===== config.mk =====
export PLATFORM = sky130hd
export DESIGN_NAME = playfair_digraph_cipher_core
export DESIGN_NICKNAME = d
export VERILOG_FILES = /design/src/hw/rtl/pfc_pkg.sv /design/src/hw/rtl/pfc_ram.sv /design/src/hw/rtl/pfc_ctrl.sv /design/src/hw/rtl/pfc_dpath.sv /design/src/hw/rtl/playfair_digraph_cipher_core.sv
export SDC_FILE = /design/constraint.sdc
export NUM_CORES = 1
export LEC_CHECK = 0
export ABC_CLOCK_PERIOD_IN_PS = 4200
export BUFFER_PORTS_ARGS = -buffer_cell sky130_fd_sc_hd__buf_4
export CAP_MARGIN = 10
export CORE_MARGIN = 8
export CORE_UTILIZATION = 25
export DETAILED_ROUTE_END_ITERATION = 8
export HOLD_SLACK_MARGIN = 0.03
export PLACE_DENSITY_LB_ADDON = 0.1
export SLEW_MARGIN = 0
export SYNTH_ARGS = -nofsm -noshare
export SYNTH_HDL_FRONTEND = slang
export SYNTH_SLANG_ARGS = --single-unit

===== constraint.sdc =====
create_clock -name clk -period 4.2 [get_ports clk]
set_clock_uncertainty 0.2 [all_clocks]
set_input_delay 0 -clock clk [delete_from_list [all_inputs] [get_ports clk]]
set_output_delay 0 -clock clk [all_outputs]
set_load 0.02 [all_outputs]

===== src/hw/rtl/pfc_pkg.sv =====
// Shared types, codes and helper functions of the Playfair cipher core.
`default_nettype none
package pfc_pkg;

  localparam logic [2:0] ACT_BEGIN = 3'd0;
  localparam logic [2:0] ACT_KEY   = 3'd1;
  localparam logic [2:0] ACT_DONE  = 3'd2;
  localparam logic [2:0] ACT_TEXT  = 3'd3;
  localparam logic [2:0] ACT_END   = 3'd4;

  localparam logic [4:0] IDX_I    = 5'd8;
  localparam logic [4:0] IDX_J    = 5'd9;
  localparam logic [4:0] IDX_X    = 5'd23;
  localparam logic [4:0] IDX_LAST = 5'd25;
  localparam logic [4:0] SQ_CELLS = 5'd25;
  localparam logic [6:0] ASCII_A  = 7'd65;

  typedef struct packed {
    logic clr_key;
    logic key_place;
    logic walk_ld;
    logic walk_step;
    logic hold_txt;
    logic pair_txt;
    logic pair_end;
    logic rd_b;
    logic calc;
    logic rd_q2;
    logic grab_l2;
    logic sel_l2;
  } cmd_t;

  typedef struct packed {
    logic [2:0] act;
    logic       letter_ok;
    logic       sq_full;
    logic       held_v;
    logic       walk_last;
  } sts_t;

  // Returns {valid, index} with J folded onto I.
  function automatic logic [5:0] letter_idx(input logic [7:0] b);
    logic [7:0] v;
    logic [4:0] idx;
    logic       ok;
    begin
      v   = 8'd0;
      ok  = 1'b0;
      if (b >= 8'd97 && b <= 8'd122) begin
        v  = b - 8'd97;
        ok = 1'b1;
      end else if (b >= 8'd65 && b <= 8'd90) begin
        v  = b - 8'd65;
        ok = 1'b1;
      end
      idx = v[4:0];
      if (idx == IDX_J) begin
        idx = IDX_I;
      end
      letter_idx = {ok, idx};
    end
  endfunction

  function automatic logic [2:0] row_of(input logic [4:0] p);
    begin
      if (p >= 5'd20) begin
        row_of = 3'd4;
      end else if (p >= 5'd15) begin
        row_of = 3'd3;
      end else if (p >= 5'd10) begin
        row_of = 3'd2;
      end else if (p >= 5'd5) begin
        row_of = 3'd1;
      end else begin
        row_of = 3'd0;
      end
    end
  endfunction

  function automatic logic [2:0] col_of(input logic [4:0] p);
    logic [2:0] r;
    logic [4:0] base;
    begin
      r      = row_of(p);
      base   = {r[2:0], 2'b00} + {2'b00, r};
      col_of = 3'(p - base);
    end
  endfunction

  function automatic logic [2:0] step5(input logic [2:0] v, input logic dec);
    begin
      if (dec) begin
        step5 = (v == 3'd0) ? 3'd4 : 3'(v - 3'd1);
      end else begin
        step5 = (v == 3'd4) ? 3'd0 : 3'(v + 3'd1);
      end
    end
  endfunction

  function automatic logic [4:0] cell_of(input logic [2:0] r, input logic [2:0] c);
    begin
      cell_of = {r, 2'b00} + {2'b00, r} + {2'b00, c};
    end
  endfunction

endpackage
`default_nettype wire


===== src/hw/rtl/pfc_ram.sv =====
// Generic simple dual-port RAM with one write port and a registered read port.
`default_nettype none
module pfc_ram #(
  parameter int WIDTH = 5,
  parameter int DEPTH = 25,
  parameter int AW    = $clog2(DEPTH)
) (
  input  wire logic             clk,
  input  wire logic             we,
  input  wire logic [AW-1:0]    waddr,
  input  wire logic [WIDTH-1:0] wdata,
  input  wire logic [AW-1:0]    raddr,
  output logic      [WIDTH-1:0] rdata
);

  logic [WIDTH-1:0] mem_r [DEPTH];
  logic [WIDTH-1:0] rdata_r;

  always_ff @(posedge clk) begin
    if (we) begin
      mem_r[waddr] <= wdata;
    end
    rdata_r <= mem_r[raddr];
  end

  assign rdata = rdata_r;

endmodule
`default_nettype wire


===== src/hw/rtl/pfc_ctrl.sv =====
// Controller state machine that sequences key fill, pair lookup and output.
`default_nettype none
module pfc_ctrl (
  input  wire logic          clk,
  input  wire logic          rst_n,
  input  wire logic          in_tvalid,
  output logic               in_tready,
  output logic               out_tvalid,
  input  wire logic          out_tready,
  output logic               out_tlast,
  input  wire pfc_pkg::sts_t sts,
  output pfc_pkg::cmd_t      cmd
);
  import pfc_pkg::*;

  typedef enum logic [9:0] {
    ST_IDLE = 10'b0000000001,
    ST_FILL = 10'b0000000010,
    ST_PA   = 10'b0000000100,
    ST_PB   = 10'b0000001000,
    ST_PC   = 10'b0000010000,
    ST_SA   = 10'b0000100000,
    ST_SB   = 10'b0001000000,
    ST_SC   = 10'b0010000000,
    ST_EM1  = 10'b0100000000,
    ST_EM2  = 10'b1000000000
  } state_t;

  state_t state_r, state_nxt;
  logic   take;
  logic   txt_pair;
  logic   end_pair;

  assign in_tready  = (state_r == ST_IDLE);
  assign take       = in_tvalid && in_tready;
  assign out_tvalid = (state_r == ST_EM1) || (state_r == ST_EM2);
  assign out_tlast  = (state_r == ST_EM2);

  assign txt_pair = take && (sts.act == ACT_TEXT) && sts.sq_full && sts.letter_ok
                    && sts.held_v;
  assign end_pair = take && (sts.act == ACT_END) && sts.sq_full && sts.held_v;

  always_comb begin
    cmd           = '0;
    cmd.clr_key   = take && (sts.act == ACT_BEGIN);
    cmd.key_place = take && (sts.act == ACT_KEY) && sts.letter_ok;
    cmd.walk_ld   = take && (sts.act == ACT_DONE);
    cmd.walk_step = (state_r == ST_FILL);
    cmd.hold_txt  = take && (sts.act == ACT_TEXT) && sts.sq_full && sts.letter_ok
                    && !sts.held_v;
    cmd.pair_txt  = txt_pair;
    cmd.pair_end  = end_pair;
    cmd.rd_b      = (state_r == ST_PB);
    cmd.calc      = (state_r == ST_PC);
    cmd.rd_q2     = (state_r == ST_SB);
    cmd.grab_l2   = (state_r == ST_SC);
    cmd.sel_l2    = (state_r == ST_EM2);
  end

  always_comb begin
    state_nxt = state_r;
    case (state_r)
      ST_IDLE: begin
        if (cmd.walk_ld) begin
          state_nxt = ST_FILL;
        end else if (txt_pair || end_pair) begin
          state_nxt = ST_PA;
        end
      end
      ST_FILL: begin
        if (sts.walk_last) begin
          state_nxt = ST_IDLE;
        end
      end
      ST_PA: state_nxt = ST_PB;
      ST_PB: state_nxt = ST_PC;
      ST_PC: state_nxt = ST_SA;
      ST_SA: state_nxt = ST_SB;
      ST_SB: state_nxt = ST_SC;
      ST_SC: state_nxt = ST_EM1;
      ST_EM1: begin
        if (out_tready) begin
          state_nxt = ST_EM2;
        end
      end
      ST_EM2: begin
        if (out_tready) begin
          state_nxt = ST_IDLE;
        end
      end
      default: state_nxt = ST_IDLE;
    endcase
  end

  always_ff @(posedge clk) begin
    if (!rst_n) begin
      state_r <= ST_IDLE;
    end else begin
      state_r <= state_nxt;
    end
  end

endmodule
`default_nettype wire


===== src/hw/rtl/pfc_dpath.sv =====
// Datapath with key square, letter places, held letter and pair lookup.
`default_nettype none
module pfc_dpath (
  input  wire logic          clk,
  input  wire logic          rst_n,
  input  wire logic [2:0]    action,
  input  wire logic [7:0]    data_byte,
  input  wire logic          decrypt_mode,
  input  wire pfc_pkg::cmd_t cmd,
  output pfc_pkg::sts_t      sts,
  output logic [6:0]         letter
);
  import pfc_pkg::*;

  logic [25:0] used_r, used_nxt;
  logic [4:0]  fill_r, fill_nxt;
  logic [4:0]  walk_r, walk_nxt;
  logic [4:0]  held_r, held_nxt;
  logic        held_v_r, held_v_nxt;
  logic [4:0]  a_r, a_nxt;
  logic [4:0]  b_r, b_nxt;
  logic [4:0]  p1_r;
  logic [4:0]  q1_r, q2_r;
  logic [4:0]  l1_r, l2_r;

  logic [5:0]  dec;
  logic [4:0]  kidx;
  logic        repeat_hit;
  logic        plc_en;
  logic [4:0]  plc_idx;
  logic        plc_we;
  logic [4:0]  place_q;
  logic [4:0]  sq_q;
  logic [4:0]  place_ra;
  logic [4:0]  sq_ra;
  logic [2:0]  r1, c1, r2, c2;
  logic [4:0]  q1_nxt, q2_nxt;
  logic [4:0]  l_sel;

  assign dec        = letter_idx(data_byte);
  assign kidx       = dec[4:0];
  assign repeat_hit = !decrypt_mode && (kidx == held_r);

  assign sts.act       = action;
  assign sts.letter_ok = dec[5];
  assign sts.sq_full   = (fill_r == SQ_CELLS);
  assign sts.held_v    = held_v_r;
  assign sts.walk_last = (walk_r == IDX_LAST);

  assign plc_en  = cmd.key_place || cmd.walk_step;
  assign plc_idx = cmd.walk_step ? walk_r : kidx;
  assign plc_we  = plc_en && (fill_r < SQ_CELLS) && !used_r[plc_idx];

  pfc_ram #(.WIDTH(5), .DEPTH(25)) u_sq_ram (
    .clk   (clk),
    .we    (plc_we),
    .waddr (fill_r),
    .wdata (plc_idx),
    .raddr (sq_ra),
    .rdata (sq_q)
  );

  pfc_ram #(.WIDTH(5), .DEPTH(26)) u_place_ram (
    .clk   (clk),
    .we    (plc_we),
    .waddr (plc_idx),
    .wdata (fill_r),
    .raddr (place_ra),
    .rdata (place_q)
  );

  assign place_ra = cmd.rd_b ? b_r : a_r;
  assign sq_ra    = cmd.rd_q2 ? q2_r : q1_r;

  always_comb begin
    used_nxt   = used_r;
    fill_nxt   = fill_r;
    walk_nxt   = walk_r;
    held_nxt   = held_r;
    held_v_nxt = held_v_r;
    a_nxt      = a_r;
    b_nxt      = b_r;
    if (plc_we) begin
      used_nxt[plc_idx] = 1'b1;
      fill_nxt          = fill_r + 5'd1;
    end
    if (cmd.walk_ld) begin
      walk_nxt = 5'd0;
    end else if (cmd.walk_step && walk_r != IDX_LAST) begin
      walk_nxt = walk_r + 5'd1;
    end
    if (cmd.clr_key) begin
      used_nxt        = '0;
      used_nxt[IDX_J] = 1'b1;
      fill_nxt        = 5'd0;
      held_nxt        = 5'd0;
      held_v_nxt      = 1'b0;
    end
    if (cmd.hold_txt) begin
      held_nxt   = kidx;
      held_v_nxt = 1'b1;
    end
    if (cmd.pair_txt) begin
      a_nxt = held_r;
      if (repeat_hit) begin
        b_nxt = IDX_X;
      end else begin
        b_nxt      = kidx;
        held_v_nxt = 1'b0;
      end
    end
    if (cmd.pair_end) begin
      a_nxt      = held_r;
      b_nxt      = IDX_X;
      held_v_nxt = 1'b0;
    end
  end

  always_ff @(posedge clk) begin
    if (!rst_n) begin
      used_r   <= 26'd1 << IDX_J;
      fill_r   <= 5'd0;
      walk_r   <= 5'd0;
      held_r   <= 5'd0;
      held_v_r <= 1'b0;
    end else begin
      used_r   <= used_nxt;
      fill_r   <= fill_nxt;
      walk_r   <= walk_nxt;
      held_r   <= held_nxt;
      held_v_r <= held_v_nxt;
    end
  end

  assign r1 = row_of(p1_r);
  assign c1 = col_of(p1_r);
  assign r2 = row_of(place_q);
  assign c2 = col_of(place_q);

  always_comb begin
    if (r1 == r2) begin
      q1_nxt = cell_of(r1, step5(c1, decrypt_mode));
      q2_nxt = cell_of(r2, step5(c2, decrypt_mode));
    end else if (c1 == c2) begin
      q1_nxt = cell_of(step5(r1, decrypt_mode), c1);
      q2_nxt = cell_of(step5(r2, decrypt_mode), c2);
    end else begin
      q1_nxt = cell_of(r1, c2);
      q2_nxt = cell_of(r2, c1);
    end
  end

  always_ff @(posedge clk) begin
    a_r <= a_nxt;
    b_r <= b_nxt;
    if (cmd.rd_b) begin
      p1_r <= place_q;
    end
    if (cmd.calc) begin
      q1_r <= q1_nxt;
      q2_r <= q2_nxt;
    end
    if (cmd.rd_q2) begin
      l1_r <= sq_q;
    end
    if (cmd.grab_l2) begin
      l2_r <= sq_q;
    end
  end

  assign l_sel  = cmd.sel_l2 ? l2_r : l1_r;
  assign letter = ASCII_A + {2'b00, l_sel};

endmodule
`default_nettype wire


===== src/hw/rtl/playfair_digraph_cipher_core.sv =====
// Top level of the Playfair digraph cipher core.
//
//   Channel  Direction  Contents
//   in_      slave      tuser: action[2:0]; tdata: data_byte[7:0]
//   out_     master     tdata: letter[6:0], zero[7]; tlast: second letter
//   cfg_     write      wr_data: decrypt_mode
//
// Begin-key, key-byte and ignored items are accepted without leaving idle.
// Key done walks the alphabet one letter a cycle.
// A text or end item that completes a pair runs lookup states PA to SC through
// the two RAM read ports, then EM1 and EM2, stretched by out_tready stalls.
// Reset is synchronous, active low, and needs no clearing pass.
`default_nettype none
module playfair_digraph_cipher_core (
  input  wire logic       clk,
  input  wire logic       rst_n,
  input  wire logic       in_tvalid,
  output logic            in_tready,
  input  wire logic [7:0] in_tdata,   // data_byte[7:0]
  input  wire logic [2:0] in_tuser,   // action[2:0]
  output logic            out_tvalid,
  input  wire logic       out_tready,
  output logic [7:0]      out_tdata,  // letter[6:0], zero[7]
  output logic            out_tlast,
  input  wire logic       cfg_wr_en,
  input  wire logic       cfg_wr_data
);
  import pfc_pkg::*;

  cmd_t       cmd;
  sts_t       sts;
  logic [6:0] letter;
  logic       mode_r;

  always_ff @(posedge clk) begin
    if (!rst_n) begin
      mode_r <= 1'b0;
    end else if (cfg_wr_en) begin
      mode_r <= cfg_wr_data;
    end
  end

  pfc_ctrl u_ctrl (
    .clk        (clk),
    .rst_n      (rst_n),
    .in_tvalid  (in_tvalid),
    .in_tready  (in_tready),
    .out_tvalid (out_tvalid),
    .out_tready (out_tready),
    .out_tlast  (out_tlast),
    .sts        (sts),
    .cmd        (cmd)
  );

  pfc_dpath u_dpath (
    .clk          (clk),
    .rst_n        (rst_n),
    .action       (in_tuser),
    .data_byte    (in_tdata),
    .decrypt_mode (mode_r),
    .cmd          (cmd),
    .sts          (sts),
    .letter       (letter)
  );

  assign out_tdata = {1'b0, letter};

endmodule
`default_nettype wire


==> load_flow_metrics.sql, run 1 <==
INSERT INTO impl_metrics (metric_group, metric, value, unit) VALUES
('outcome', 'outcome', 'finished, final reports clean', ''),
('global_route', 'grt_start_max_net_pins', '37', ''),
('clock_network', 'cts_tree', 'built', ''),
('setup_path', 'endpoint', 'u_dpath.u_sq_ram.mem_r[4][4]', ''),
('synthesis', 'yosysSeqAreaShare', '60.21', '%'),
('power_and_ir_drop', 'p_leak', '7.586', 'nW'),
('setup_path', 'worst-path-buf-inv', '6', ''),
('global_route', 'initial_antenna_violation_count', '1', ''),
('drt', 'drt_first_pass_iters', '5', ''),
('power_and_ir_drop', 'total_power', '7.501', 'mW'),
('layout', 'fin_nets', '1437', ''),
('sta', 'timing.final.setup_violations', '0', ''),
('setup_path', 'critPathSlowestCell', 'sky130_fd_sc_hd__dlygate4sd3_1', ''),
('floorplan', 'initial_utilization', '25.15', '%'),
('synthesis', 'synth.lib_cells_used.distinct', '72', ''),
('drt', 'routed_via_density', '4.498', ''),
('sta', 'worst_slew_margin', '35.69', '%'),
('synthesis', 'asyncSetResetFlopFracSynth', '0', '%'),
('floorplan', 'core_area', '65510', 'um2'),
('sta', 'worst_margin_pin_slew', '0.9647', 'ns'),
('setup_path', 'critical_path_max_stage_delay', '0.53', 'ns'),
('layout', 'antenna_cells_inserted', '0', ''),
('setup_path', 'regToRegSetupSlack', '0.25', 'ns'),
('sta', 'hold_slack', '0.1221', 'ns'),
('clock_network', 'clock_insertion_delay_worst_skew', '0.57', 'ns'),
('synthesis', 'synthTopCellsByArea', 'sky130_fd_sc_hd__edfxtp_1 52%, sky130_fd_sc_hd__dfxtp_1 8.3%, sky130_fd_sc_hd__mux4_2 8.2%', ''),
('layout', 'postLayoutCoreUtil', '30.93', '%'),
('placement', 'place_worst_setup_slack', '-0.02643', 'ns'),
('synthesis', 'syn_inst', '1195', ''),
('setup_path', 'critPathCaptureType', 'flop', ''),
('clock_network', 'clk_root_buffer_cell', 'sky130_fd_sc_hd__clkbuf_16', ''),
('drt', 'vias', '10180', ''),
('global_route', 'overall_global_routing_usage', '11.71', '%'),
('setup_path', 'required_time_of_the_critical_path', '4.23', 'ns'),
('placement', 'numPortBuffers', '25', ''),
('floorplan', 'num_rows', '94', ''),
('synthesis', 'yosys_register_bits', '353', ''),
('drt', 'remaining_drcs', '0', ''),
('sta', 'final.period_utilization', '95.42', '%'),
('layout', 'fin_area', '20260', 'um2'),
('floorplan', 'ioPinCount', '28', ''),
('synthesis', 'yosys_warnings', '0', ''),
('drt', 'detailedRoute.firstIterationViolations', '652', ''),
('global_route', 'gr-total-overflow', '0', ''),
('floorplan', 'fp.dieH', '272.7', 'um'),
('sta', 'max_freq', '249.5', 'MHz'),
('drt', 'drt_wl_total', '43.78', 'mm'),
('synthesis', 'synth_fp_nets', '1265', ''),
('setup_path', 'r2r-start', 'u_ctrl.state_r[0]', ''),
('power_and_ir_drop', 'max-vdd-ir-drop', '237.8', 'uV'),
('layout', 'most-common-layout-cells', '285 x sky130_fd_sc_hd__edfxtp_1, 151 x sky130_fd_sc_hd__buf_4, 84 x sky130_fd_sc_hd__nand2_1', ''),
('placement', 'detailed_place_hpwl', '30.41', 'mm'),
('setup_path', 'worst_ep_arrival_time', '4.04', 'ns'),
('synthesis', 'syn-cell-area', '16480', 'um2'),
('clock_network', 'cts_buffers', '42', ''),
('floorplan', 'fp.dieW', '272.7', 'um'),
('synthesis', 'ys.flop_type', 'sky130_fd_sc_hd__edfxtp_1', ''),
('drt', 'route.detailed.wl_per_inst', '19.34', 'um'),
('sta', 'fin_crit', '4.008', 'ns'),
('clock_network', 'clock_pin_transition_on_the_worst_setup_and_hold_timing_paths', '0.06', 'ns'),
('synthesis', 'synth_top_area_share', '51.94', '%'),
('job', 'max_cap_viol_count', '0', ''),
('setup_path', 'timing_worst_setup_path_type', 'primary input to flop', ''),
('placement', 'dpl_cell_area', '18620', 'um2'),
('layout', 'layout.cells.most_common', 'sky130_fd_sc_hd__edfxtp_1', ''),
('global_route', 'vias_in_the_first_global_route', '10760', ''),
('setup_path', 'critical-path-top-delay-family', 'simple AND/OR/NAND/NOR gates', ''),
('setup_path', 'crit_chain', 'dlygate4sd3_1 > buf_4 > inv_1 > ha_1 > nand2b_1 > o41ai_4 > buf_4 > or3b_1 > buf_4 > a31o_2 > nand3_1 > o22ai_1 > or4_1 > nor2_2 > buf_12 > and3_1', ''),
('setup_path', 'r2r_cells', '12', ''),
('setup_path', 'worstSetupStartpointType', 'primary input', ''),
('layout', 'final_layout_size_suffix_gt1_share', '23.14', '%');
-- state kept, by name, indices dropped and copies added (netlist names), 10 cells and up --
register                   count
u_dpath.u_sq_ram.mem_r       125
u_ctrl.state_r                10
u_dpath.u_place_ram.mem_r    130
u_dpath.used_r                26
-- synth_stat cells (7+ instances only) --
master,number
sky130_fd_sc_hd__dfxtp_1,68
sky130_fd_sc_hd__a21o_1,18
sky130_fd_sc_hd__o31ai_1,15
sky130_fd_sc_hd__and3_1,30
sky130_fd_sc_hd__edfxtp_1,285
sky130_fd_sc_hd__nand3_1,16
sky130_fd_sc_hd__inv_1,41
sky130_fd_sc_hd__o21ai_1,13
sky130_fd_sc_hd__ha_1,43
sky130_fd_sc_hd__nor2b_1,14
sky130_fd_sc_hd__a211oi_1,15
sky130_fd_sc_hd__mux2i_1,67
sky130_fd_sc_hd__buf_4,9
sky130_fd_sc_hd__o22ai_1,8
sky130_fd_sc_hd__nor2_1,81
sky130_fd_sc_hd__nand2b_1,12
sky130_fd_sc_hd__mux4_2,60
sky130_fd_sc_hd__xor2_1,14
sky130_fd_sc_hd__buf_2,12
sky130_fd_sc_hd__xnor2_1,23
sky130_fd_sc_hd__fa_1,10
sky130_fd_sc_hd__nor3_1,37
sky130_fd_sc_hd__nand2_1,84
sky130_fd_sc_hd__clkbuf_1,28
sky130_fd_sc_hd__a21oi_1,50
sky130_fd_sc_hd__nor4_1,7
sky130_fd_sc_hd__o21ai_0,25
-- kinds of logic after synthesis --
group,share of synthesized area [%]
adder cells (fa/ha/maj),4.481
AO/OA/AOI/OAI,7.875
buffers and inverters,2.460
flip-flops,60.21
AND/OR/NAND/NOR,10.27
multiplexers,12.70
XOR/XNOR,1.967
other,0.04558
-- per-stage QoR --
stage               TNS [ns]  std cells
floorplan                  0       1195
global placement           0       2159
detailed placement  -0.02643       2159
CTS                        0       2258
global route        -0.07740       2264
finish                     0       2264
-- what timing repair did --
action                                  4_1_cts  5_1_grt
endpoints found under the setup margin        1      218
endpoints found under the hold margin        48        0
resized for setup                             1       22
pin swaps                                     0        5
buffers inserted                              0        6
hold buffers                                 22        0
-- final cells by class --
class	instances	area [um2]
flip-flops and latches	353	9920
repair buffers	181	1514
multi-input cells	747	6279
clock buffers	56	1144
well taps	864	1081
fillers	6529	45250
inverters	42	157.7
clock inverters	21	165.2
-- tightest hold or removal path, stage by stage --
cell	delay (ns)
sky130_fd_sc_hd__buf_4	0.11
sky130_fd_sc_hd__nand2b_1	0.12
sky130_fd_sc_hd__a311oi_1	0.15
sky130_fd_sc_hd__a21o_1	0.25
sky130_fd_sc_hd__a21oi_1	0.16
sky130_fd_sc_hd__nor2_1	0.05
-- routing by layer --
| layer | GRT usage, % | vias to the layer above | share of wire, % |
|---|---|---|---|
| li1 | - | 4942 | - |
| met1 | 16.08 | 5064 | 49 |
| met2 | 18.93 | 123 | 46 |
| met3 | 2.098 | 55 | 3.3 |
| met4 | 3.055 | 0 | 1.9 |
| met5 | 0 | - | 0 |
-- power by group --
part	switching [mW]	leakage, nW	total, mW	internal, mW
Sequential	0.00383	3.29	3.75	3.75
Clock	1.49	0.642	3.48	1.99
Combinational	0.165	3.66	0.268	0.103
-- worst min-delay path by stage --
| stage | slack, ns | end | start | depth (start not counted) |
|---|---|---|---|---|
| final | 0.12 | u_dpath.held_r[4] | in_tdata[5] | 6 |
| after global routing | 0.16 | u_dpath.held_r[4] | in_tdata[5] | 6 |
| after CTS | 0.09 | u_dpath.held_r[4] | in_tdata[5] | 6 |
| after detailed placement | 0.04 | u_ctrl.state_r[0] | rst_n | 2 |
| after global placement | 0.04 | u_ctrl.state_r[0] | rst_n | 2 |
| after floorplan | -0.13 | u_ctrl.state_r[0] | rst_n | 1 |
(Power assumes the default switching activity.)
==> run 2: changes to the inputs <==
--- a/config.mk
+++ b/config.mk
@@ -5,10 +5,10 @@
 export SDC_FILE = /design/constraint.sdc
 export NUM_CORES = 1
 export LEC_CHECK = 0
-export ABC_CLOCK_PERIOD_IN_PS = 4200
-export BUFFER_PORTS_ARGS = -buffer_cell sky130_fd_sc_hd__buf_4
+export ABC_CLOCK_PERIOD_IN_PS = 4600
+export BUFFER_PORTS_ARGS = -buffer_cell sky130_fd_sc_hd__buf_2
 export CAP_MARGIN = 10
-export CORE_MARGIN = 8
+export CORE_MARGIN = 2
 export CORE_UTILIZATION = 25
 export DETAILED_ROUTE_END_ITERATION = 8
 export HOLD_SLACK_MARGIN = 0.03
==> constraint.sdc (replaced) <==
create_clock -name clk -period 4.6 [get_ports clk]
set_clock_uncertainty 0.2 [all_clocks]
set_input_delay 0 -clock clk [delete_from_list [all_inputs] [get_ports clk]]
set_output_delay 0 -clock clk [all_outputs]
set_load 0.02 [all_outputs]
==> run 2 against run 1 <==
Final cell count decreased by 1.8%; die area decreased by 8.6%; highest routed layer unchanged; wire length decreased by 1.0%; design area decreased by 2.4%; count of clock-buffer cells in the layout unchanged; setup slack improved by 0.087 ns; sequential cell count unchanged; global-route usage increased by 1.3 points; non-clock buffer count decreased by 41; critical path type unchanged; hold slack got worse by 0.012 ns; sequential power decreased by 8.5%; critical endpoint is now u_dpath.u_sq_ram.mem_r[16][2]; largest power group unchanged.
==> load_flow_metrics.sql, run 2 (synthesized netlist as in run 1, its figures left out) <==
INSERT INTO impl_metrics (metric_group, metric, value, unit) VALUES
('layout', 'final_layout_size_suffix_gt1_share', '19.63', '%'),
('sta', 'timing.final.setup_violations', '0', ''),
('global_route', 'gr-total-overflow', '0', ''),
('sta', 'max_freq', '231.5', 'MHz'),
('power_and_ir_drop', 'total_power', '6.751', 'mW'),
('floorplan', 'core_area', '65510', 'um2'),
('setup_path', 'critical-path-top-delay-family', 'buffers and inverters', ''),
('layout', 'most-common-layout-cells', '285 x sky130_fd_sc_hd__edfxtp_1, 87 x sky130_fd_sc_hd__buf_4, 84 x sky130_fd_sc_hd__nand2_1', ''),
('global_route', 'initial_antenna_violation_count', '2', ''),
('setup_path', 'worst-path-buf-inv', '4', ''),
('clock_network', 'cts_sinks', '353', ''),
('layout', 'antenna_cells_inserted', '0', ''),
('power_and_ir_drop', 'power_density', '341.4', 'nW/um2'),
('clock_network', 'clock_pin_transition_on_the_worst_setup_and_hold_timing_paths', '0.06', 'ns'),
('sta', 'grt_setup_unrepaired', 'no', ''),
('setup_path', 'crit_chain', 'dlygate4sd3_1 > buf_2 > nand2b_1 > o41ai_4 > dlygate4sd3_1 > nor3_1 > nand4_1 > a2bb2oi_1 > o22ai_1 > or4_1 > nor2_2 > buf_4 > and3_1', ''),
('sta', 'setup-tns-final', '0', 'ns'),
('floorplan', 'initial_utilization', '25.15', '%'),
('placement', 'gp_congestion', '0.7800', ''),
('floorplan', 'num_rows', '94', ''),
('worst_hold_path', 'min-delay-path-class', 'primary input to flop', ''),
('setup_path', 'worst_ep_arrival_time', '4.35', 'ns'),
('drt', 'detailedRoute.firstIterationViolations', '530', ''),
('sta', 'timing_max_transition_violations_final', '0', ''),
('setup_path', 'crit_path_frequent_cell', 'sky130_fd_sc_hd__dlygate4sd3_1', ''),
('setup_path', 'critical_path_max_stage_delay', '0.64', 'ns'),
('sta', 'worst_margin_pin_slew', '0.8995', 'ns'),
('clock_network', 'clock_insertion_delay_worst_skew', '0.57', 'ns'),
('global_route', 'grt_pass1_wl', '66.74', 'mm'),
('setup_path', 'required_time_of_the_critical_path', '4.63', 'ns'),
('drt', 'route.antenna.remaining_nets', '0', ''),
('clock_network', 'clk_root_buffer_cell', 'sky130_fd_sc_hd__clkbuf_16', ''),
('setup_path', 'r2r-start', 'u_ctrl.state_r[2]', ''),
('outcome', 'outcome', 'finished, final reports clean', ''),
('setup_path', 'timing_worst_setup_path_type', 'primary input to flop', ''),
('placement', 'numPortBuffers', '25', ''),
('drt', 'vias', '10100', ''),
('global_route', 'overall_global_routing_usage', '13.04', '%'),
('placement', 'detailed_place_hpwl', '29.87', 'mm'),
('clock_network', 'cts_buffer_depth', '3', ''),
('sta', 'timing_hold_violations_final', '0', ''),
('clock_network', 'cts.htree.levels', '2', ''),
('setup_path', 'endpoint', 'u_dpath.u_sq_ram.mem_r[16][2]', ''),
('global_route', 'vias_in_the_first_global_route', '10600', ''),
('floorplan', 'die_area', '67970', 'um2'),
('layout', 'fill_cells', '6522', ''),
('sta', 'hold_slack', '0.1097', 'ns'),
('global_route', 'global_route.peak_usage_layer', 'met2', ''),
('global_route', 'gr-usage-met3', '2.205', '%'),
('power_and_ir_drop', 'max-vdd-ir-drop', '160.7', 'uV'),
('layout', 'largest_register_ffs', '130', ''),
('global_route', 'grt_util_met1', '17.72', '%'),
('setup_path', 'worstSetupStartpointType', 'primary input', ''),
('setup_path', 'regToRegSetupSlack', '0.37', 'ns'),
('setup_path', 'worstSetupPathDepth', '13', ''),
('worst_hold_path', 'hold_path_depth', '6', ''),
('floorplan', 'fp.dieH', '260.7', 'um'),
('drt', 'drt_first_pass_iters', '5', ''),
('power_and_ir_drop', 'p_leak', '7.324', 'nW'),
('setup_path', 'critPathCaptureType', 'flop', ''),
('layout', 'layout.cells.most_common', 'sky130_fd_sc_hd__edfxtp_1', ''),
('setup_path', 'timing.critical_path.from', 'in_tdata[2]', ''),
('floorplan', 'fp.dieW', '260.7', 'um'),
('layout', 'area_delta_synth_final', '20.01', '%'),
('setup_path', 'r2r_cells', '11', ''),
('floorplan', 'ioPinCount', '28', ''),
('setup_path', 'critPathSlowestCell', 'sky130_fd_sc_hd__dlygate4sd3_1', ''),
('setup_path', 'rr_endpoint', 'u_dpath.u_sq_ram.mem_r[16][2]', ''),
('layout', 'largest_register', 'u_dpath.u_place_ram.mem_r', ''),
('sta', 'final.period_utilization', '93.92', '%'),
('layout', 'reg_top3', 'u_dpath.u_place_ram.mem_r x130, u_dpath.u_sq_ram.mem_r x125, u_dpath.used_r x26', ''),
('drt', 'remaining_drcs', '0', ''),
('clock_network', 'cts_tree', 'built', ''),
('layout', 'fin_nets', '1396', ''),
('drt', 'routed_via_density', '4.543', ''),
('clock_network', 'cts_buffers', '42', ''),
('sta', 'fin_crit', '4.320', 'ns'),
('setup_path', 'worst_path_maximum_fanout', '22', ''),
('drt', 'route.detailed.wl_per_inst', '19.49', 'um'),
('global_route', 'grt_start_max_net_pins', '37', ''),
('drt', 'drt_wl_total', '43.34', 'mm'),
('sta', 'worst_slew_margin', '38.48', '%'),
('global_route', 'met2_usage', '21.66', '%'),
('job', 'max_cap_viol_count', '0', '');
-- run 2: cell count changes in the layout (fill, tap and decap cells not counted), moves of 3 or more --
cell                         delta
sky130_fd_sc_hd__buf_4         -64
sky130_fd_sc_hd__buf_12         -4
sky130_fd_sc_hd__and3_2        -11
sky130_fd_sc_hd__clkinvlp_4     +3
sky130_fd_sc_hd__and3_1        +11
sky130_fd_sc_hd__buf_2         +25
-- run 2: worst min-delay path by stage --
stage | end | startpoint | slack [ns]
floorplan | u_ctrl.state_r[0] | rst_n | -0.13
global placement | mode_r | cfg_wr_data | 0.05
detailed placement | mode_r | cfg_wr_data | 0.05
CTS | u_dpath.held_r[4] | in_tdata[5] | 0.07
global route | u_dpath.held_r[4] | in_tdata[5] | 0.16
finish | u_dpath.held_r[4] | in_tdata[5] | 0.11
-- run 2: timing repair --
item	4_1_cts	5_1_grt
setup endpoints to repair	0	114
endpoints found under the hold margin	51	0
hold buffers	24	0
setup buffers	0	1
resized for setup	0	5
-- run 2: final cells by class --
class	count	area, um2	share of cell area, %
clock buffers	56	1145	5.790
clock inverters	22	128.9	0.6518
inverters	42	157.7	0.7973
multi-input cells	747	6242	31.57
flip-flops and latches	353	9920	50.17
well taps	864	1081	5.467
repair buffers	140	1099	5.556
-- run 2: per-layer routing --
| layer | up-vias | share of wire [%] |
|---|---|---|
| met5 | - | 0 |
| met4 | 0 | 1.8 |
| met3 | 54 | 3.1 |
| met2 | 105 | 47 |
| met1 | 5088 | 48 |
| li1 | 4857 | - |
-- run 2: per-stage QoR --
step           cell area (um2)  cells  util [%]  setup WS [ns]
6_report                 19770   2224     30.18         0.2797
5_1_grt                  19770   2224     30.18     0.00009548
4_1_cts                  19740   2223     30.13         0.1000
3_5_place_dp             18220   2121     27.81        0.09619
3_3_place_gp             18220   2121     27.81         0.1569
2_1_floorplan            16480   1195         -         0.4951
-- run 2: worst register-to-register path, delay by kind of cell (launching register included) --
| family | cells | cell delay, ns |
|---|---|---|
| flip-flops | 1 | 0.38 |
| AND/OR/NAND/NOR | 6 | 2.35 |
| multiplexers | 1 | 0.27 |
| AO/OA/AOI/OAI | 2 | 0.32 |
| buffers and inverters | 2 | 0.39 |
-- run 2: power by group --
| part | internal, mW | switching [mW] | total [mW] |
|---|---|---|---|
| registers | 3.42 | 0.00530 | 3.43 |
| logic | 0.0827 | 0.145 | 0.228 |
| clock network | 1.75 | 1.34 | 3.09 |
| total | 5.26 | 1.49 | 6.75 |
==> run 3: changes to the inputs <==
--- a/config.mk
+++ b/config.mk
@@ -8,11 +8,12 @@
 export ABC_CLOCK_PERIOD_IN_PS = 4600
 export BUFFER_PORTS_ARGS = -buffer_cell sky130_fd_sc_hd__buf_2
 export CAP_MARGIN = 10
-export CORE_MARGIN = 2
+export CORE_MARGIN = 5
 export CORE_UTILIZATION = 25
 export DETAILED_ROUTE_END_ITERATION = 8
 export HOLD_SLACK_MARGIN = 0.03
 export PLACE_DENSITY_LB_ADDON = 0.1
+export SKIP_CTS_REPAIR_TIMING = 1
 export SLEW_MARGIN = 0
 export SYNTH_ARGS = -nofsm -noshare
 export SYNTH_HDL_FRONTEND = slang
==> run 3 against run 2 <==
Highest routed layer unchanged; hold slack lost 0.10 ns; fmax up 0.75%; core utilization is 0.21 points lower; non-clock buffer count down 17; final cell count down 0.90%; sequential share of layout area rose by 0.35 points; clock power increased by 2%; global-route usage shrank 0.86 points; largest cell class unchanged; sequential power is essentially flat.
==> load_flow_metrics.sql, run 3 (synthesized netlist as in run 1, its figures left out) <==
INSERT INTO impl_metrics (metric_group, metric, value, unit) VALUES
('outcome', 'outcome', 'finished, final reports clean', ''),
('placement', 'detailed_place_hpwl', '30.20', 'mm'),
('floorplan', 'fp.dieW', '266.7', 'um'),
('worst_hold_path', 'hold_path_depth', '4', ''),
('power_and_ir_drop', 'power.share.clock', '46.3', '%'),
('global_route', 'grt_start_max_net_pins', '37', ''),
('worst_hold_path', 'min-delay-path-class', 'primary input to flop', ''),
('drt', 'drt_wl_total', '43.92', 'mm'),
('clock_network', 'clock_pin_transition_on_the_worst_setup_and_hold_timing_paths', '0.06', 'ns'),
('global_route', 'vias_in_the_first_global_route', '10440', ''),
('sta', 'max_freq', '233.2', 'MHz'),
('placement', 'numPortBuffers', '25', ''),
('sta', 'grt_setup_unrepaired', 'no', ''),
('global_route', 'grt_pass1_wl', '66.65', 'mm'),
('setup_path', 'crit_path_frequent_cell', 'sky130_fd_sc_hd__and3_1', ''),
('floorplan', 'fp.dieH', '266.7', 'um'),
('placement', 'place_worst_setup_slack', '0.1280', 'ns'),
('layout', 'area_delta_synth_final', '19.19', '%'),
('power_and_ir_drop', 'netsw', '1.453', 'mW'),
('drt', 'vias', '10120', ''),
('drt', 'detailedRoute.firstIterationViolations', '552', ''),
('setup_path', 'r2r_cells', '11', ''),
('power_and_ir_drop', 'power_density', '345.8', 'nW/um2'),
('layout', 'fin_area', '19640', 'um2'),
('drt', 'drt_first_pass_iters', '4', ''),
('clock_network', 'clk_root_buffer_cell', 'sky130_fd_sc_hd__clkbuf_16', ''),
('sta', 'timing_max_transition_violations_final', '0', ''),
('setup_path', 'worst_ep_arrival_time', '4.31', 'ns'),
('layout', 'postLayoutCoreUtil', '29.98', '%'),
('floorplan', 'die_area', '71140', 'um2'),
('placement', 'dp_cells', '2117', ''),
('power_and_ir_drop', 'total_power', '6.792', 'mW'),
('sta', 'timing.final.setup_violations', '0', ''),
('power_and_ir_drop', 'p_leak', '7.269', 'nW'),
('sta', 'setup_slack', '0.3119', 'ns'),
('drt', 'route.antenna.remaining_nets', '0', ''),
('layout', 'reg_top3', 'u_dpath.u_place_ram.mem_r x130, u_dpath.u_sq_ram.mem_r x125, u_dpath.used_r x26', ''),
('setup_path', 'timing_worst_setup_path_type', 'flop to flop', ''),
('global_route', 'gr-total-overflow', '0', ''),
('global_route', 'overall_global_routing_usage', '12.17', '%'),
('power_and_ir_drop', 'seq_power_share', '50.5', '%'),
('layout', 'largest_register', 'u_dpath.u_place_ram.mem_r', ''),
('layout', 'fin_nets', '1379', ''),
('clock_network', 'cts_buffer_depth', '3', ''),
('floorplan', 'num_rows', '94', ''),
('layout', 'largest_register_ffs', '130', ''),
('sta', 'final.period_utilization', '93.22', '%'),
('layout', 'final_layout_size_suffix_gt1_share', '19.04', '%'),
('sta', 'setup-tns-final', '0', 'ns'),
('job', 'max_cap_viol_count', '0', ''),
('floorplan', 'ioPinCount', '28', ''),
('setup_path', 'worstSetupStartpointType', 'flop', ''),
('sta', 'worst_margin_pin_slew', '0.8821', 'ns'),
('power_and_ir_drop', 'share_comb_of_total_power', '3.2', '%'),
('floorplan', 'initial_utilization', '25.15', '%'),
('setup_path', 'required_time_of_the_critical_path', '4.62', 'ns'),
('clock_network', 'cts_sinks', '353', ''),
('layout', 'layout.cells.most_common', 'sky130_fd_sc_hd__edfxtp_1', ''),
('setup_path', 'critical_path_max_stage_delay', '0.68', 'ns'),
('clock_network', 'cts_tree', 'built', ''),
('clock_network', 'cts_buffers', '42', ''),
('placement', 'gp_congestion', '0.7626', ''),
('setup_path', 'critPathCaptureType', 'flop', ''),
('setup_path', 'worst_path_maximum_fanout', '23', ''),
('power_and_ir_drop', 'power.switching_fraction', '21.39', '%'),
('sta', 'fin_crit', '4.288', 'ns'),
('drt', 'routed_via_density', '4.591', ''),
('floorplan', 'core_area', '65510', 'um2'),
('drt', 'route.detailed.wl_per_inst', '19.93', 'um'),
('placement', 'dpl_cell_area', '18220', 'um2'),
('sta', 'worst_slew_margin', '41.11', '%'),
('clock_network', 'clock_insertion_delay_worst_skew', '0.56', 'ns'),
('setup_path', 'crit_chain', 'nor4b_1 > and3_1 > and2_1 > a21oi_4 > inv_2 > mux2i_1 > o2111ai_1 > or4_1 > nor2_2 > buf_12 > and3_1', ''),
('layout', 'most-common-layout-cells', '285 x sky130_fd_sc_hd__edfxtp_1, 84 x sky130_fd_sc_hd__nand2_1, 81 x sky130_fd_sc_hd__nor2_1', ''),
('global_route', 'initial_antenna_violation_count', '1', ''),
('sta', 'hold_slack', '0.006065', 'ns'),
('drt', 'remaining_drcs', '0', ''),
('power_and_ir_drop', 'cell_internal_pwr', '5.339', 'mW'),
('power_and_ir_drop', 'max-vdd-ir-drop', '213.5', 'uV'),
('sta', 'timing_hold_violations_final', '0', ''),
('layout', 'finalNonFillerCells', '2204', ''),
('clock_network', 'cts.htree.levels', '2', ''),
('setup_path', 'critPathSlowestCell', 'sky130_fd_sc_hd__or4_1', '');
run 3: cell types whose count changed in the layout (fill, tap and decap cells not counted), sizes merged:
| cell | before | now |
|---|---|---|
| dlygate4sd3 | 24 | 12 |
| clkinv | 19 | 11 |
| buf | 116 | 111 |
| clkinvlp | 3 | 0 |
| inv | 42 | 45 |
| bufinv | 0 | 2 |
| clkbuf | 56 | 58 |
| diode | 0 | 1 |
run 3: final timing paths:
check | slack (ns) | to | startpoint
max | 0.31 | u_dpath.u_sq_ram.mem_r[6][3] | u_ctrl.state_r[1]
min | 0.006 | u_dpath.b_r[4] | in_tdata[4]
max reg2reg | 0.31 | u_dpath.u_sq_ram.mem_r[6][3] | u_ctrl.state_r[1]
min reg2reg | 0.23 | u_dpath.l1_r[2] | u_dpath.u_sq_ram.rdata[2]
run 3: metal layers:
metal	up-vias	GRT usage, %	routed length [um]
met5	-	0	0
met2	123	19.99	20640
met3	55	1.825	1274
li1	4816	-	-
met4	0	3.267	917
met1	5125	16.93	21080
run 3: worst max-delay path: cells and delay by family, from the launching register on:
family / cells / cell delay [ns]
multiplexers: 1 / 0.27
AO/OA/AOI/OAI: 2 / 0.31
AND/OR/NAND/NOR: 6 / 2.43
flip-flops: 1 / 0.42
buffers and inverters: 2 / 0.31
run 3: power by group through the flow:
stage | clock, mW | combinational, mW | sequential, mW
after global routing | 3.40 | 0.246 | 3.43
after global placement | 0 | 0.216 | 3.50
after floorplan | 0 | 0.137 | 3.49
final | 3.14 | 0.220 | 3.43
after CTS | 3.27 | 0.216 | 3.43
after detailed placement | 0 | 0.215 | 3.50
run 3: final cells by class:
type | count | area, um2
inverter | 42 | 157.7
tap | 864 | 1081
antenna | 1 | 2.502
timing repair buffer | 123 | 965.9
clock inverter | 16 | 148.9
multi-input combinational | 747 | 6230
clock buffer | 58 | 1132
fill | 6591 | 45870
sequential | 353 | 9920
